--- config.mk ---
export PLATFORM = sky130hd
export DESIGN_NAME = srec_s3_record_loader_core
export DESIGN_NICKNAME = d
export VERILOG_FILES = /design/src/design/srec_pkg.sv /design/src/design/srec_step.sv /design/src/design/srec_s3_record_loader_core.sv
export VERILOG_INCLUDE_DIRS = /design/src /design/src/design
export SDC_FILE = /design/constraint.sdc
export NUM_CORES = 1
export LEC_CHECK = 0
export BUFFER_PORTS_ARGS = -buffer_cell sky130_fd_sc_hd__buf_2
export CAP_MARGIN = 20
export CORE_ASPECT_RATIO = 1.25
export CORE_MARGIN = 5
export CORE_UTILIZATION = 40
export DETAILED_ROUTE_END_ITERATION = 8
export GPL_ROUTABILITY_DRIVEN = 0
export PLACE_DENSITY = 0.65
export SLEW_MARGIN = 20
export SYNTH_ARGS = -nofsm -noshare
export SYNTH_HDL_FRONTEND = slang
export SYNTH_SLANG_ARGS = --single-unit
export TNS_END_PERCENT = 20
--- constraint.sdc ---
create_clock -name clk -period 10.53 [get_ports clk]
set_input_delay 1.5795 -clock clk [delete_from_list [all_inputs] [get_ports clk]]
set_output_delay 1.5795 -clock clk [all_outputs]
set_load 0.02 [all_outputs]
--- src/design/srec_s3_record_loader_core_macros.svh ---
// ----------------------------------------------------------------------------
// srec s3 record loader assertion macros
// shared property wrappers for the loader core
// ----------------------------------------------------------------------------
`ifndef SREC_S3_RECORD_LOADER_CORE_MACROS_SVH
`define SREC_S3_RECORD_LOADER_CORE_MACROS_SVH

// same-cycle implication, clocked on clk, quiet in reset
`define SREC_ASSERT_IMPL(label, ante, cons, msg) \
  label: assert property (@(posedge clk) disable iff (rst) (ante) |-> (cons)) \
    else $error(msg);

// next-cycle implication, clocked on clk, quiet in reset
`define SREC_ASSERT_NEXT(label, ante, cons, msg) \
  label: assert property (@(posedge clk) disable iff (rst) (ante) |=> (cons)) \
    else $error(msg);

`endif

--- src/design/srec_pkg.sv ---
// ----------------------------------------------------------------------------
// srec loader package
// parse phase and result codes, parser state type, hex digit decode
// ----------------------------------------------------------------------------
package srec_pkg;

  localparam logic [2:0] PH_START = 3'd0;
  localparam logic [2:0] PH_TYPE  = 3'd1;
  localparam logic [2:0] PH_COUNT = 3'd2;
  localparam logic [2:0] PH_ADDR  = 3'd3;
  localparam logic [2:0] PH_DATA  = 3'd4;
  localparam logic [2:0] PH_SKIP  = 3'd5;

  localparam logic [1:0] KIND_DATA     = 2'd0;
  localparam logic [1:0] KIND_FINISHED = 2'd1;
  localparam logic [1:0] KIND_STOPPED  = 2'd2;

  localparam logic [7:0] CH_LF     = 8'h0A;
  localparam logic [7:0] CH_S      = 8'h53;
  localparam logic [7:0] CH_ZERO   = 8'h30;
  localparam logic [7:0] CH_THREE  = 8'h33;
  localparam logic [7:0] CH_SEVEN  = 8'h37;
  localparam logic [7:0] CH_EIGHT  = 8'h38;
  localparam logic [7:0] CH_NINE   = 8'h39;
  localparam logic [7:0] HEX_GAP   = 8'd7;
  localparam logic [7:0] HDR_BYTES = 8'd5;

  typedef struct packed {
    logic [2:0]  phase;
    logic [7:0]  byte_count;
    logic [31:0] rec_addr;
    logic [31:0] offset;      // record address plus data index
    logic [3:0]  hold;
    logic [3:0]  digit_pos;
    logic [7:0]  data_index;
    logic        done;
  } parse_state_t;

  typedef struct packed {
    logic [1:0]  kind;
    logic [31:0] offset;
    logic [7:0]  data;
  } parse_result_t;

  function automatic logic [3:0] nibble_of(input logic [7:0] c);
    logic [7:0] v;
    v = c - CH_ZERO;
    if (v > 8'd9) begin
      v = v - HEX_GAP;
    end
    return v[3:0];
  endfunction

endpackage

--- src/design/srec_step.sv ---
// ----------------------------------------------------------------------------
// srec loader step
// next parser state and optional result for one character
// ----------------------------------------------------------------------------
module srec_step (
  input  srec_pkg::parse_state_t  st,
  input  logic [7:0]              ch,
  output srec_pkg::parse_state_t  st_next,
  output logic                    res_valid,
  output srec_pkg::parse_result_t res
);

  logic [3:0] nib;
  logic [7:0] data_total;
  logic [8:0] index_inc;
  logic [7:0] count_next;
  logic [7:0] total_next;

  assign nib        = srec_pkg::nibble_of(ch);
  assign data_total = (st.byte_count >= srec_pkg::HDR_BYTES) ?
                      (st.byte_count - srec_pkg::HDR_BYTES) : 8'd0;
  assign index_inc  = {1'b0, st.data_index} + 9'd1;
  assign count_next = st.byte_count;
  assign total_next = data_total;

  always_comb begin
    st_next   = st;
    res_valid = 1'b0;
    res       = '0;
    if (st.done) begin
      // ignore everything until reset
    end else if (st.phase == srec_pkg::PH_START) begin
      if (ch != srec_pkg::CH_S) begin
        st_next.done = 1'b1;
        res_valid    = 1'b1;
        res.kind     = srec_pkg::KIND_STOPPED;
      end else begin
        st_next.phase = srec_pkg::PH_TYPE;
      end
    end else if (ch == srec_pkg::CH_LF) begin
      st_next.phase     = srec_pkg::PH_START;
      st_next.digit_pos = 4'd0;
    end else begin
      case (st.phase)
        srec_pkg::PH_TYPE: begin
          if (ch == srec_pkg::CH_SEVEN || ch == srec_pkg::CH_EIGHT ||
              ch == srec_pkg::CH_NINE) begin
            st_next.done = 1'b1;
            res_valid    = 1'b1;
            res.kind     = srec_pkg::KIND_FINISHED;
          end else if (ch == srec_pkg::CH_THREE) begin
            st_next.phase      = srec_pkg::PH_COUNT;
            st_next.digit_pos  = 4'd0;
            st_next.byte_count = 8'd0;
            st_next.rec_addr   = 32'd0;
            st_next.data_index = 8'd0;
          end else begin
            st_next.phase = srec_pkg::PH_SKIP;
          end
        end
        srec_pkg::PH_COUNT: begin
          st_next.byte_count = {count_next[3:0], nib};
          if (st.digit_pos >= 4'd1) begin
            st_next.digit_pos = 4'd0;
            st_next.phase     = srec_pkg::PH_ADDR;
          end else begin
            st_next.digit_pos = st.digit_pos + 4'd1;
          end
        end
        srec_pkg::PH_ADDR: begin
          st_next.rec_addr = {st.rec_addr[27:0], nib};
          if (st.digit_pos >= 4'd7) begin
            st_next.digit_pos  = 4'd0;
            st_next.data_index = 8'd0;
            st_next.offset     = {st.rec_addr[27:0], nib};
            st_next.phase      = (total_next == 8'd0) ? srec_pkg::PH_SKIP
                                                      : srec_pkg::PH_DATA;
          end else begin
            st_next.digit_pos = st.digit_pos + 4'd1;
          end
        end
        srec_pkg::PH_DATA: begin
          if (st.digit_pos == 4'd0) begin
            st_next.hold      = nib;
            st_next.digit_pos = 4'd1;
          end else begin
            res_valid          = 1'b1;
            res.kind           = srec_pkg::KIND_DATA;
            res.offset         = st.offset;
            res.data           = {st.hold, nib};
            st_next.digit_pos  = 4'd0;
            st_next.data_index = index_inc[7:0];
            st_next.offset     = st.offset + 32'd1;
            if (index_inc >= {1'b0, data_total}) begin
              st_next.phase = srec_pkg::PH_SKIP;
            end
          end
        end
        default: begin
          st_next.phase = srec_pkg::PH_SKIP;
        end
      endcase
    end
  end

endmodule

--- src/design/srec_s3_record_loader_core.sv ---
// ----------------------------------------------------------------------------
// srec s3 record loader core
// parses s-record text one character per item, emits s3 data byte writes and finished or stopped reports
// ----------------------------------------------------------------------------
// channel  | handshake              | payload
// ---------+------------------------+-------------------------------
// in       | in_valid / in_stall    | in_char
// out      | out_valid / out_stall  | out_kind, wr_addr, wr_data
// cfg      | cfg_valid / cfg_ready  | cfg_data (dest_base)
//
// one character item per cycle sustained while out_stall is low
// an accepted item passes the input register, the parser, then the result register
// out_stall holds the result register and backs up into in_stall
// rst (synchronous) clears parser state and dest_base, no clearing pass
// cfg_ready is always high
// ----------------------------------------------------------------------------
`include "srec_s3_record_loader_core_macros.svh"

module srec_s3_record_loader_core #(
  parameter int ADDR_WIDTH = 32
) (
  input  logic                  clk,
  input  logic                  rst,
  input  logic                  in_valid,
  output logic                  in_stall,
  input  logic [7:0]            in_char,
  output logic                  out_valid,
  input  logic                  out_stall,
  output logic [1:0]            out_kind,
  output logic [ADDR_WIDTH-1:0] wr_addr,
  output logic [7:0]            wr_data,
  input  logic                  cfg_valid,
  output logic                  cfg_ready,
  input  logic [31:0]           cfg_data
);

  logic [31:0]             dest_base;
  logic                    s1_valid;
  logic [7:0]              s1_char;
  logic                    s1_adv;
  srec_pkg::parse_state_t  st;
  srec_pkg::parse_state_t  st_next;
  logic                    res_valid;
  srec_pkg::parse_result_t res;
  logic [31:0]             addr_sum;

  assign cfg_ready = 1'b1;
  assign s1_adv    = s1_valid && (!out_valid || !out_stall);
  assign in_stall  = s1_valid && !s1_adv;
  assign addr_sum  = dest_base + res.offset;

  srec_step u_step (
    .st        (st),
    .ch        (s1_char),
    .st_next   (st_next),
    .res_valid (res_valid),
    .res       (res)
  );

  always_ff @(posedge clk) begin
    if (rst) begin
      dest_base <= 32'd0;
    end else if (cfg_valid && cfg_ready) begin
      dest_base <= cfg_data;
    end
  end

  // input register
  always_ff @(posedge clk) begin
    if (rst) begin
      s1_valid <= 1'b0;
    end else if (in_valid && !in_stall) begin
      s1_valid <= 1'b1;
    end else if (s1_adv) begin
      s1_valid <= 1'b0;
    end
  end

  always_ff @(posedge clk) begin
    if (in_valid && !in_stall) begin
      s1_char <= in_char;
    end
  end

  // parser state moves when the item leaves the input register
  always_ff @(posedge clk) begin
    if (rst) begin
      st <= '0;
    end else if (s1_adv) begin
      st <= st_next;
    end
  end

  // result register
  always_ff @(posedge clk) begin
    if (rst) begin
      out_valid <= 1'b0;
    end else if (s1_adv) begin
      out_valid <= res_valid;
    end else if (!out_stall) begin
      out_valid <= 1'b0;
    end
  end

  always_ff @(posedge clk) begin
    if (s1_adv && res_valid) begin
      out_kind <= res.kind;
      wr_data  <= res.data;
      wr_addr  <= (res.kind == srec_pkg::KIND_DATA) ? addr_sum[ADDR_WIDTH-1:0]
                                                    : '0;
    end
  end

  `SREC_ASSERT_NEXT(a_done_sticks, st.done, st.done, "done flag dropped before reset")
  `SREC_ASSERT_NEXT(a_report_sets_done,
    s1_adv && res_valid && res.kind != srec_pkg::KIND_DATA, st.done,
    "report item without done flag")
  `SREC_ASSERT_IMPL(a_data_from_data_phase,
    s1_adv && res_valid && res.kind == srec_pkg::KIND_DATA, st.phase == srec_pkg::PH_DATA,
    "data write outside data phase")
  `SREC_ASSERT_IMPL(a_data_digit_range, st.phase == srec_pkg::PH_DATA, st.digit_pos <= 4'd1,
    "data digit position out of range")
  `SREC_ASSERT_NEXT(a_no_result_after_done, st.done && s1_adv, !out_valid,
    "result produced after done")

endmodule

# Word-level counts from Yosys, hierarchy flattened
# Cells that the tools add are included.
totals:
  regBits: 172
  in_bits: 45
  out_inout_bits: 45
classes:
  n_addsub: 7
  order_cmp: 5
  eq_ne: 23
  muxes: 53
  n_bitwise: 4
  reduce_logical: 29
ops:
  columns: ["operator", "n"]
  rows:
  - ["2-to-1 mux 40 bit", 4]
  - ["2-to-1 mux 42 bit", 2]
  - ["2-to-1 mux 32 bit", 2]
  - ["case mux 32 bit (2 select lines)", 1]
  - ["case mux 28 bit (2 select lines)", 1]
  - ["2-to-1 mux 43 bit", 1]
  - ["adder 32 x 1 -> 32 bit (second input constant)", 1]
  - ["adder 32 bit", 1]
  - ["== test 8 x 6 -> 1 bit (second input constant)", 4]
  - ["2-to-1 mux 12 bit", 2]
  - ["2-to-1 mux 3 bit", 8]
  - ["2-to-1 mux 8 bit", 3]
  - ["case mux 8 bit (3 select lines)", 1]
  - ["AND reduction 7 bit", 3]
  - ["2-to-1 mux 1 bit", 17]
  - ["2-to-1 mux 4 bit", 4]
  - ["case mux 4 bit (4 select lines)", 1]
  - ["case mux 8 bit (2 select lines)", 1]
  - ["inequality test 4 x 1 -> 1 bit (second input constant)", 3]
  - ["case mux 3 bit (4 select lines)", 1]
  - ["AND reduction 6 bit", 2]
  - ["adder 8 x 1 -> 9 bit (second input constant)", 1]
  - [">= comparator 9 x 8 -> 1 bit", 1]
  - ["AND reduction 9 bit", 1]
  - ["other kinds (34)", 55]

# Logic depth before layout (Yosys ltp)
depth:
  word_depth: 9
  mapped_depth: 17
  ltp_nobuf: 15

# Modules after synthesis
# Synthesis repeated with hierarchy kept, for this count alone.
unflattened:
  hier_cells: 1414
  hier_area_um2: 11464.7
by_module_without_submodules:
  columns: ["module", "n_inst", "cells_per_inst", "area_per_inst_um2", "seq_area_each_um2"]
  rows:
  - ["srec_s3_record_loader_core", 1, 866, 7863.8, 4023.9]
  - ["srec_step", 1, 548, 3601.0, 0.0]

# Least setup slack after synthesis
# OpenSTA, ideal clock, no wires.
synth_path:
  path_kind: "flip-flop to flip-flop"
  from: "register s1_char[0]"
  to: "register wr_addr[28], data pin"
  setup_time_ns: 0.152
  t_arrival_ns: 3.628
  required_ns: 10.378
  path_slack_ns: 6.750
  stages_incl_launch_ff: 18
  path_cell_list: "edfxtp_1 -> inv_1 -> ha_1 -> and4_1 -> buf_6 -> a2111oi_4 -> clkbuf_1 -> and2_1 -> ha_1 -> fa_1 -> a21oi_1 -> o21ai_1 -> a41oi_1 -> o31a_1 -> a21oi_2 -> o211ai_1 -> a2111o_1 -> o21ai_0"
synth_via:
  elab_chain_len: 9
  word_cells_on_any_way: 16
  classes_between: "add/sub (1); eq/ne (5); mux (7); reduce/logical (3)"
synth_lines:
  columns: ["item", "line", "rtl"]
  rows:
  - ["start: declaration", "srec_s3_record_loader_core.sv:39", "logic [7:0] s1_char;"]
  - ["start signal: assignment", "srec_s3_record_loader_core.sv:81", "s1_char <= in_char;"]
  - ["== test 8 x 6 -> 1 bit", "srec_step.sv:46", "if (ch == srec_pkg::CH_SEVEN || ch == srec_pkg::CH_EIGHT ||"]
  - ["logical OR 1 bit (2 in a row)", "srec_step.sv:46", null]
  - ["2-to-1 mux 1 bit", "srec_step.sv:46", null]
  - ["case mux 2 bit (2 select lines)", "srec_step.sv:44", "case (st.phase)"]
  - ["2-to-1 mux 42 bit", "srec_step.sv:40", "end else if (ch == srec_pkg::CH_LF) begin"]
  - ["2-to-1 mux 2 bit", "srec_step.sv:32", "end else if (st.phase == srec_pkg::PH_START) begin"]
  - ["2-to-1 mux 42 bit *", "srec_step.sv:30", "if (st.done) begin"]
  - ["parallel branches: the longest is 1 deep, another holds adder 32 bit", null, null]
  - ["end signal: assignment", "srec_s3_record_loader_core.sv:109", "wr_addr <= (res.kind == srec_pkg::KIND_DATA) ? addr_sum[ADDR_WIDTH-1:0]"]
  - ["end: declaration", "srec_s3_record_loader_core.sv:30", "output logic [ADDR_WIDTH-1:0] wr_addr,"]
# Mark *: on every way between the ends.
# A chain may end at the register's enable or synchronous reset.

# Worst setup path in the final report
layout_path:
  from: "register st[89] (netlist name)"
  to: "register wr_addr[30], data pin"
layout_via:
  elab_chain_len: 6
  word_cells_on_any_way: 11
  classes_between: "add/sub (1); eq/ne (2); mux (6); reduce/logical (2)"
layout_lines:
  columns: ["item", "line"]
  rows:
  - ["== test 3 bit or == test 3 x 1 -> 1 bit (tied branches)", "srec_step.sv:44"]
  - ["2-to-1 mux 40 bit or case mux 2 bit (2 select lines) (tied branches)", "srec_step.sv:44"]
  - ["2-to-1 mux 42 bit", "srec_step.sv:40"]
  - ["2-to-1 mux 40 bit or 2-to-1 mux 2 bit (tied branches)", "srec_step.sv:32"]
  - ["2-to-1 mux 42 bit *", "srec_step.sv:30"]
  - ["adder 32 bit or zero test 2 bit (tied branches)", "srec_s3_record_loader_core.sv:50, srec_s3_record_loader_core.sv:109"]
# Mark *: on every way between the ends. The rest lies on a longest branch, timed or not.

==> reports/summary.json <==
{
  "outcome": {
    "outcome": "complete, no violations"
  },
  "clock_network": {
    "htreeDepth": 4,
    "tritoncts_clock_tree": "yes",
    "cts_buf_count": 17,
    "clk_root_buf": "clkbuf_16",
    "clock_tree.buffer_depth": 2,
    "clock_insertion_delay_worst_skew_ns": 0.44,
    "cts_repair_resize_count": 0,
    "clkSlewWorstSetupHoldPaths_ns": 0.06,
    "cts_hold_repair.buffers": 0,
    "numClockSinks": 172,
    "cts_setup_buffers": 0
  },
  "sta": {
    "fin_skew_ns": 0.0107,
    "finalWorstPathRequiredPeriod_ns": 4.34,
    "max_freq_mhz": 230,
    "finalHoldViolations": 0,
    "holdWs_ns": 0.449,
    "setup-tns-final_ns": 0,
    "post-route-period-util_pct": 41.2,
    "final-setup-viol-count": 0,
    "slew_headroom_pct": 33.2,
    "slew_viol_final": 0,
    "final_ws_setup_ns": 6.19,
    "rsz0062_at_grt": "false",
    "worstMarginPinSlew_ns": 1.00
  },
  "worst_setup_path": {
    "worstPathArrival_ns": 4.53,
    "criticalPathCategory": "flip-flop to flip-flop",
    "critical_path.startpoint_type": "flip-flop",
    "path_common_cell": "buf_4",
    "rrSetupSlack_ns": 6.19,
    "cpMaxStageDelayCell": "buf_4",
    "worstPathBufferInverterCount": 3,
    "end_kind": "flip-flop",
    "cp_data_required_time_ns": 10.72,
    "path_cells": "inv_1 > nand3_2 > buf_4 > a2111oi_4 > buf_4 > and2_1 > ha_1 > fa_1 > a21oi_1 > o21ai_1 > a41oi_1 > o31a_1 > a21oi_2 > o21ai_0 > and4_1 > nor3_1",
    "path_max_fanout": 65,
    "timing.critical_path.max_delay_family": "compound AO/OA/AOI/OAI gates",
    "critPathMaxStageDelay_ns": 0.55
  },
  "logic_synthesis": {
    "synth_enable_flop_cells": 50,
    "syn_nets": 1256,
    "syn-instance-count": 1159,
    "netlist.top_cell.by_area": "dfxtp_1",
    "synthTopCellsByArea": "dfxtp_1, edfxtp_1, ha_1",
    "ys_warn_count": 0,
    "post_syn_area_sq_um": 9860,
    "fraction_of_synthesized_cell_area_taken_by_the_top_area_cell_type_pct": 24.8,
    "synth_seq_area_share_pct": 40.0,
    "synth_top_flop_cell": "dfxtp_1",
    "share_of_flip_flops_with_an_asynchronous_set_or_reset_pct": 0,
    "synthesized_flop_and_latch_total": 172,
    "netlist-cell-type-count": 79,
    "syn-mean-instance-area_sq_um": 8.50
  },
  "detailed_routing": {
    "detail_route.iter0.violations": 678,
    "drt.antenna.violating_nets": 0,
    "drc_markers": 0,
    "drt-wirelength-per-cell_um": 14.8,
    "dr_total_vias": 8400,
    "detail_route.wirelength_mm": 22.9,
    "post_drt_via_cell_ratio": 5.40,
    "drt-pass1-iter-count": 5
  },
  "power": {
    "netSwitchingPower_mw": 0.327,
    "p_comb_share_pct": 6.6,
    "power.share.sequential_pct": 48.8,
    "part_of_the_power_in_the_clock_network_pct": 44.6,
    "total_leakage_power_nw": 4.21,
    "netSwitchingFraction_pct": 22.5,
    "ir_worst_vdd_v": 0.000110,
    "p_int_mw": 1.13,
    "p_per_area_nw_per_um2": 131
  },
  "grt": {
    "grt_overflow_total": 0,
    "globalRouteTotalUtil_pct": 16.7,
    "largest_net_degree_at_the_start_of_global_routing": 105,
    "antenna_violations_before_repair": 0,
    "grt_first_pass_wirelength_mm": 38.7,
    "grt_pass1_vias": 7948
  },
  "placement": {
    "post-dp-hpwl_mm": 16.3,
    "placedInstanceArea_sq_um": 10500,
    "numPortBuffers": 88,
    "placement.setup.worst_slack_ns": 6.23
  },
  "floorplan": {
    "num_rows": 64,
    "die_h_um": 186,
    "top_level_ports": 90,
    "placeableCoreArea_sq_um": 24400,
    "effective_utilization_at_floorplan_pct": 40.4,
    "die_area_sq_um": 27900,
    "die_x_um": 150
  },
  "cells_and_area": {
    "post-route-cell-area_sq_um": 11100,
    "most-common-layout-cells": "nor2_1, nand2_1, dfxtp_1, a21oi_1, buf_2",
    "most_common_cell_after_layout_fill_and_taps_aside": "nor2_1",
    "nets": 1310,
    "layout_cell_share_with_drive_strength_beyond_1_pct": 12.4,
    "seq_area_sq_um": 3940,
    "n_fill_cell": 2367,
    "multi_input_comb_area_sq_um": 5570,
    "syn2layout_area_growth_pct": 12.9,
    "num_antenna_cells": 0
  },
  "flow_run": {
    "cap_viol_max_count": 0
  },
  "hold_path": {
    "class_of_the_tightest_hold_or_removal_check": "flip-flop to flip-flop"
  }
}
-- stage by stage --
| step | power (mW) | std cells | utilization (%) |
|---|---|---|---|
| global placement | 0.820 | 1524 | 43.0 |
| CTS | 1.47 | 1555 | 45.6 |
| global route | 1.51 | 1555 | 45.6 |
| finish | 1.46 | 1555 | 45.6 |
| floorplan | 0.788 | 1159 | - |
| detailed placement | 0.821 | 1524 | 43.0 |
-- power by group through the flow --
| stage | registers (mW) | clock network [mW] | logic [mW] |
|---|---|---|---|
| 2_1_floorplan | 0.731 | 0 | 0.0563 |
| 3_3_place_gp | 0.724 | 0 | 0.0958 |
| 3_5_place_dp | 0.725 | 0 | 0.0969 |
| 4_1_cts | 0.710 | 0.662 | 0.0975 |
| 5_1_grt | 0.711 | 0.689 | 0.107 |
| 6_report | 0.710 | 0.649 | 0.0965 |
-- layout make-up --
type | count | area share, %
multi-input combinational | 903 | 50.0
sequential | 172 | 35.4
clock buffer | 28 | 5.14
timing repair buffer | 96 | 4.55
tap | 330 | 3.71
inverter | 23 | 0.775
clock inverter | 3 | 0.393
-- logic make-up after synthesis --
kind of cell	after synthesis	synth area share, %
AO/OA/AOI/OAI	292	18.7
XOR/XNOR	39	3.47
adder cells (fa/ha/maj)	52	6.68
buffers and inverters	84	3.63
flip-flops	172	40.0
multiplexers	36	3.66
other	1	0.0380
AND/OR/NAND/NOR	483	23.8
-- Yosys cell counts, types with 3 or more instances --
library cell,instances
a41oi_1,6
o22ai_1,8
xor2_1,12
nand4_1,11
inv_1,22
clkbuf_1,35
a211o_1,3
nand3b_1,5
nand3_1,57
or3_1,7
edfxtp_1,50
a22oi_1,13
and2_1,36
o211ai_1,6
and3_1,16
a21oi_1,104
a31oi_1,12
and4_1,3
nor3_1,27
nand2b_1,12
nor2_1,152
a21o_1,15
o21ai_0,60
a211oi_1,17
buf_2,16
xnor2_1,27
nor4_1,5
mux2i_1,36
dfxtp_1,122
nor2b_1,8
o21a_1,6
o21bai_1,7
nand2_1,123
ha_1,51
o31ai_1,9
buf_1,6
-- worst reg2reg max path: cells and delay by family (launching register included) --
kind / cells / cell delay, ns
buffers and inverters: 3 / 0.98
flip-flops: 1 / 0.54
AND/OR/NAND/NOR: 4 / 0.56
AO/OA/AOI/OAI: 7 / 1.42
adder cells (fa/ha/maj): 2 / 0.60
-- path summary, 6_finish.rpt --
kind,depth (start not counted),startpoint,to
max,16,st[89],wr_addr[30]
min,2,st[76],st[76]
max reg2reg,16,st[89],wr_addr[30]
min reg2reg,2,st[76],st[76]
-- sequential cells by signal, summed over array words and instances (netlist names) --
name / flops
st: 88
dest_base: 32
wr_addr: 32
s1_char: 8
wr_data: 8
out_kind: 2
out_valid: 1
s1_valid: 1
-- metal layers --
layer	GRT usage, %	up-vias	share of wire, %
met5	0	-	0
li1	-	4269	-
met3	2.26	35	3.9
met2	28.5	209	48
met1	21.5	3887	45
met4	6.19	0	2.3
No activity file was read; power rests on OpenSTA's default activity.
